--- src/sv/orso_pkg.sv ---
// shared constants for the oriented rectangle overlap pipeline
// no dependencies; imported by orso_ext, orso_cmp and the top level

package orso_pkg;

    localparam int unsigned N_AXES        = 4;
    localparam int unsigned TERMS_PER_AXIS = 3;

    localparam int unsigned AX_A_RIGHT = 0;
    localparam int unsigned AX_A_UP    = 1;
    localparam int unsigned AX_B_RIGHT = 2;
    localparam int unsigned AX_B_UP    = 3;

    typedef logic [N_AXES-1:0] t_axis_mask;

endpackage

--- src/sv/orso_cmp.sv ---
// stage 5: per-axis separation compare and overlap flag register
// depends on orso_pkg

module orso_cmp #(
    parameter int unsigned CW = 24,
    parameter int unsigned F  = 14
) (
    input  logic                                     i_clk,
    input  logic                                     i_rst_n,
    input  logic                                     i_valid,
    output logic                                     o_ready,
    input  logic [orso_pkg::N_AXES-1:0][2*F+CW+5:0]  i_ext,
    input  logic [orso_pkg::N_AXES-1:0][F+CW+2:0]    i_proj,
    output logic                                     o_valid,
    input  logic                                     i_ready,
    output logic                                     o_overlap
);
    import orso_pkg::*;

    localparam int unsigned SW   = 2 * F + CW + 6;
    localparam int unsigned PW   = F + CW + 3;
    localparam int unsigned CMPW = (SW > PW + F + 1) ? SW : PW + F + 1;

    logic       en5;
    logic       r_v5;
    logic       r5_overlap;
    t_axis_mask n_sep;

    assign en5     = !r_v5 || i_ready;
    assign o_ready = en5;
    assign o_valid = r_v5;

    always_ff @(posedge i_clk) begin
        if (!i_rst_n) begin
            r_v5 <= 1'b0;
        end else if (en5) begin
            r_v5 <= i_valid;
        end
    end

    // half sizes are folded into the scale of the center projection
    always_comb begin
        for (int k = 0; k < N_AXES; k++) begin
            n_sep[k] = CMPW'(i_ext[k]) < (CMPW'(i_proj[k]) << (F + 1));
        end
    end

    always_ff @(posedge i_clk) begin
        if (en5) begin
            r5_overlap <= ~|n_sep;
        end
    end

    assign o_overlap = r5_overlap;

endmodule

--- config.mk ---
export PLATFORM = sky130hd
export DESIGN_NAME = orso_cmp
export DESIGN_NICKNAME = d
export VERILOG_FILES = /design/src/sv/orso_pkg.sv /design/src/sv/orso_cmp.sv
export SDC_FILE = /design/constraint.sdc
export NUM_CORES = 1
export LEC_CHECK = 0
export ABC_AREA = 1
export ABC_CLOCK_PERIOD_IN_PS = 1900
export BUFFER_PORTS_ARGS = -buffer_cell sky130_fd_sc_hd__buf_2
export CAP_MARGIN = 30
export CELL_PAD_IN_SITES_DETAIL_PLACEMENT = 1
export CELL_PAD_IN_SITES_GLOBAL_PLACEMENT = 1
export CORE_AREA = 2 2 157 159
export CTS_CLUSTER_SIZE = 30
export DETAILED_ROUTE_END_ITERATION = 16
export DIE_AREA = 0 0 159 161
export MAX_ROUTING_LAYER = met4
export PLACE_DENSITY = 0.74
export SKIP_CTS_REPAIR_TIMING = 1
export SYNTH_ARGS = -nofsm -noshare
export SYNTH_HDL_FRONTEND = slang
export SYNTH_SLANG_ARGS = --single-unit
--- constraint.sdc ---
create_clock -name i_clk -period 1.9 [get_ports i_clk]
set_clock_uncertainty 0.1 [all_clocks]
set_input_delay 0.38 -clock i_clk [delete_from_list [all_inputs] [get_ports i_clk]]
set_output_delay 0.38 -clock i_clk [all_outputs]
set_load 0.05 [all_outputs]
==> results of run 1 <==
## stage by stage
stage | area (µm²) | power, mW
2_1_floorplan | 4482 | 0.7055
3_3_place_gp | 6636 | 1.243
3_5_place_dp | 6636 | 1.290
4_1_cts | 6715 | 1.632
5_1_grt | 6725 | 1.827
6_report | 6725 | 1.595
## critical path: stages
cell and delay [ns]:
buf_2 0.10, ha_1 0.29, a21o_1 0.18, nor2_1 0.15
nand2_1 0.07, nand2_1 0.06, nand2_1 0.07, nand2_1 0.08
nand3_1 0.10, nand2_1 0.08, nor2_1 0.04
## flip-flops by register name (all words and copies together) (netlist names)
register   count
o_overlap      1
o_valid        1
## area by class of cell
type	instances	area share (%)
inverter	216	12.06
clock buffer	4	1.172
tap	324	6.028
timing repair buffer	347	26.01
antenna	1	0.03721
multi-input combinational	524	53.95
sequential	2	0.7442
## where the power goes
| part | switching [mW] | internal, mW | total (mW) |
|---|---|---|---|
| clock | 0.0514 | 0.276 | 0.328 |
| combinational | 0.607 | 0.607 | 1.21 |
| sequential | 0.00126 | 0.0509 | 0.0522 |
| total | 0.660 | 0.935 | 1.59 |
## cells in the mapped netlist
master	number	area share, %
a211oi_1	4	0.67
a21boi_0	1	0.17
a21o_1	10	1.7
a21oi_1	58	6.5
and2_1	3	0.42
dfxtp_1	1	0.45
edfxtp_1	1	0.67
ha_1	160	45
inv_1	213	18
inv_2	3	0.25
nand2_1	185	15
nand3_1	24	2.7
nand3_2	4	0.89
nand4_1	9	1.3
nor2_1	49	4.1
nor2_2	4	0.56
o21a_1	5	0.84
o21ai_0	7	0.78
o21ai_1	1	0.11
## how the worst min path moves through the flow
stage	to	slack, ns	cells past startpoint
floorplan	o_valid	0.42	2
global placement	o_overlap	0.45	1
detailed placement	o_overlap	0.45	1
CTS	o_valid	0.33	3
global route	o_valid	0.34	3
finish	o_valid	0.33	3
## layer usage
metal  track usage, %  vias to the layer above  routed length, µm
met4            3.099                        0                401
met2            26.09                      198               8976
met3            2.902                       30               1113
met5                -                        -                  0
li1                 -                     3016                  -
met1            14.84                     2553               7098
## kinds of logic after synthesis
group / count (synthesis)
AOI/OAI and AO/OA: 86
adders and majority gates: 160
buffers and inverters: 216
DFF: 2
and+or+nand+nor: 278
==> results.yml, run 1 <==
die:
  num_rows: 57
  die_area_um2: 25600
  die_w_um: 159
  core_um2: 23960
  start_util_pct: 18.70
  ioPinCount: 403
  chipHeight_um: 161
logic_synthesis:
  seq_area_frac_synth_pct: 1.117
  synth_simple_gate_area_share_pct: 25.40
  synth-compound-area-share_pct: 10.72
  netlist_area_um2: 4482
  yosysUniqueCellTypes: 19
  yosys_warnings: 0
  ys_ff_latch: 2
  synth_xor_area_share_pct: 0
  synth-adder-area-share_pct: 44.67
  syn_avg_cell_area_um2: 6.040
  syn_nets: 1302
  synth_cells: 742
  synth_top_family_by_area: "adder cells"
  synthMuxAreaShare_pct: 0
sta:
  period_share_pct: 90.33
  fin_tns_setup_ns: 0
  worst_slew_pin_slew_ns: 0.2927
  layout_setup_ws_ns: 0.1837
  drv_slew: 0
  fmax_ghz: 0.5827
  hold_viol: 0
  rsz0062_at_grt: "no"
  setup_viol: 0
  fin_hold_ws_ns: 0.3326
  fin_crit_ns: 1.716
  slew_headroom_pct: 80.62
detailed_routing:
  drc: 0
  wl_per_cell_um: 12.40
  avgViaCountPerCell: 4.088
  drtIter0Drc: 117
  num_vias: 5797
  antenna_left: 0
  wirelength_um: 17590
  dr.pass1.iters: 4
cells_and_area:
  multi_input_area_um2: 3628
  drive_gt1_share_pct: 33.21
  final_util_pct: 28.07
  instances_no_fill: 1418
  area_growth_syn_to_layout_pct: 50.06
  n_fill_cell: 3251
  seqCellArea_um2: 50.05
  nets: 1654
  layout_common_cells: "buf_2, inv_1, nand2_1"
  final_common_cell: "buf_2"
global_route:
  overflow: 0
  grt_max_degree: 4
  track_usage_pct: 13.83
  antenna_found_initial: 1
  grt_pass1_vias: 6201
  grt_pass1_wl_um: 28150
setup_path:
  worstSetupPathType: "in -> reg"
  critPathRequiredTime_ns: 1.78
  rr_worst_depth: 1
  endpoint: "o_overlap"
  start_kind: "input pin"
  r2r_slack_ns: 1.11
  r2r-start: "o_valid"
  crit_path_start: "i_ext[149]"
  arrival_ns: 1.60
  worst_r2r_endpoint: "o_overlap"
  end_kind: "flop"
  cp_max_fo: 2
placed_design:
  pre_cts_slack_ns: -0.1091
  hpwlAfterDp_um: 17090
  place_inst: 1413
  place.gp.congestion: 0.8629
  io_buffers: 342
flow_run:
  drv_cap: 0
hold_path:
  min_path_type: "in -> reg"
  hp-start: "i_valid"
pwr:
  ir_drop_mv: 0.2059
  p_leak_nw: 4.567
  powerDensity_nw_per_um2: 237.1
clock_network:
  cts_buffer_depth: 2
  cts_tree: "done"
  clk_latency_ns: 0.22
  htree_levels: 1
  clock-sinks: 2
  cts_buffers: 3
  path_clk_slew_ns: 0.03
  cts-root-buf: "clkbuf_16"
outcome:
  status: "finished clean"
(Power assumes the default switching activity.)
==> run 2, diff against run 1 <==
- ABC_CLOCK_PERIOD_IN_PS: 1900 -> 1500
- CORE_AREA: 2 2 157 159 -> 2 2 155 157
- CTS_BUF_LIST: default -> sky130_fd_sc_hd__clkbuf_2 sky130_fd_sc_hd__clkbuf_4 sky130_fd_sc_hd__clkbuf_8
- DIE_AREA: 0 0 159 161 -> 0 0 157 159
- HOLD_SLACK_MARGIN: default -> 0.1
- PLACE_DENSITY: 0.74 -> 0.78
- clock period: 1.9 -> 1.5 ns (I/O delays scaled with it)
==> results.yml, run 2 (synthesis results as in run 1) <==
sta:
  layout_setup_ws_ns: -0.1200
  fin_crit_ns: 1.620
  hold_viol: 0
  setup_viol: 1
  worst_slew_pin_slew_ns: 0.2552
  fmax_ghz: 0.6173
  drv_slew: 0
  fin_tns_setup_ns: -0.1200
  slew_headroom_pct: 83.10
  rsz0062_at_grt: "yes"
  period_share_pct: 108.0
cells_and_area:
  layout_common_cells: "buf_2, inv_1, nand2_1"
  area_growth_syn_to_layout_pct: 57.26
  final_util_pct: 30.39
  final_common_cell: "buf_2"
  n_fill_cell: 3107
  nets: 1655
  drive_gt1_share_pct: 38.67
setup_path:
  critPathRequiredTime_ns: 1.37
  arrival_ns: 1.49
  cp_max_fo: 2
  start_kind: "input pin"
  worstSetupPathType: "in -> reg"
  end_kind: "flop"
die:
  ioPinCount: 403
  die_area_um2: 24960
  core_um2: 23190
  die_w_um: 157
  num_rows: 56
  chipHeight_um: 159
  start_util_pct: 19.32
detailed_routing:
  drc: 0
  num_vias: 5774
  drtIter0Drc: 115
  dr.pass1.iters: 4
  wl_per_cell_um: 12.61
  wirelength_um: 17830
  avgViaCountPerCell: 4.083
  antenna_left: 0
clock_network:
  path_clk_slew_ns: 0.03
  clock-sinks: 2
  cts_buffers: 3
  cts-root-buf: "clkbuf_8"
  clk_latency_ns: 0.21
  htree_levels: 1
  cts_buffer_depth: 2
  cts_tree: "done"
global_route:
  track_usage_pct: 13.53
  overflow: 0
  grt_pass1_vias: 6095
  antenna_found_initial: 1
  grt_max_degree: 4
  grt_pass1_wl_um: 26740
flow_run:
  drv_cap: 0
outcome:
  status: "complete, but fails checks"
  violations: "setup timing"
pwr:
  design_power_total_mw: 2.003
  p_leak_nw: 4.583
  powerDensity_nw_per_um2: 284.2
  ir_drop_mv: 0.2024
placed_design:
  place.gp.congestion: 0.7988
  io_buffers: 342
  hpwlAfterDp_um: 16900
hold_path:
  min_path_type: "in -> reg"
-- run 2: layout make-up --
class | count | area, µm² | share of cell area, %
Tap cell | 319 | 399.1 | 5.663
Antenna cell | 1 | 2.502 | 0.03551
Clock buffer | 4 | 48.80 | 0.6923
Inverter | 216 | 813.3 | 11.54
Timing Repair Buffer | 348 | 1769 | 25.10
Sequential cell | 2 | 50.05 | 0.7101
Multi-Input combinational cell | 524 | 3965 | 56.26
-- run 2: worst max-delay path, stage by stage --
cell     delay [ns]
buf_2          0.12
ha_1           0.30
nand2_2        0.12
a21oi_1        0.06
o21ai_1        0.13
nand2_1        0.10
a21oi_2        0.13
nand3_2        0.10
nand2_4        0.09
nor2_2         0.03
-- run 2: stage by stage --
step	hold slack, ns	instance area, µm²	cells	setup slack, ns
floorplan	0.3414	4517	742	-0.03268
global placement	0.4439	6673	1409	-0.5336
detailed placement	0.4276	6673	1409	-0.5441
CTS	0.2434	6721	1413	-0.3196
global route	0.2518	7048	1414	-0.2324
finish	0.2424	7048	1414	-0.1200
-- run 2: worst paths after layout --
path	endpoint	cells after the start	start	slack [ns]
worst max-delay path	o_overlap	10	i_ext[168]	-0.12
worst min-delay path	o_valid	2	i_rst_n	0.24
worst min register to register	o_overlap	1	o_valid	0.41
worst max register to register	o_overlap	1	o_valid	0.73
-- run 2: power by group --
part	total [mW]	internal, mW	leakage (nW)	switching (mW)
Combinational	1.69	0.837	4.54	0.855
Clock	0.243	0.198	0.0262	0.0445
Sequential	0.0676	0.0647	0.0187	0.00293
Total	2.00	1.10	4.58	0.903
-- run 2: per-layer routing --
metal	up-vias	part of all wire (%)	global-route usage [%]
li1	3018	-	-
met1	2497	38	13.42
met2	247	52	27.47
met3	12	8.1	2.422
met4	0	1.4	1.626
met5	-	0	-
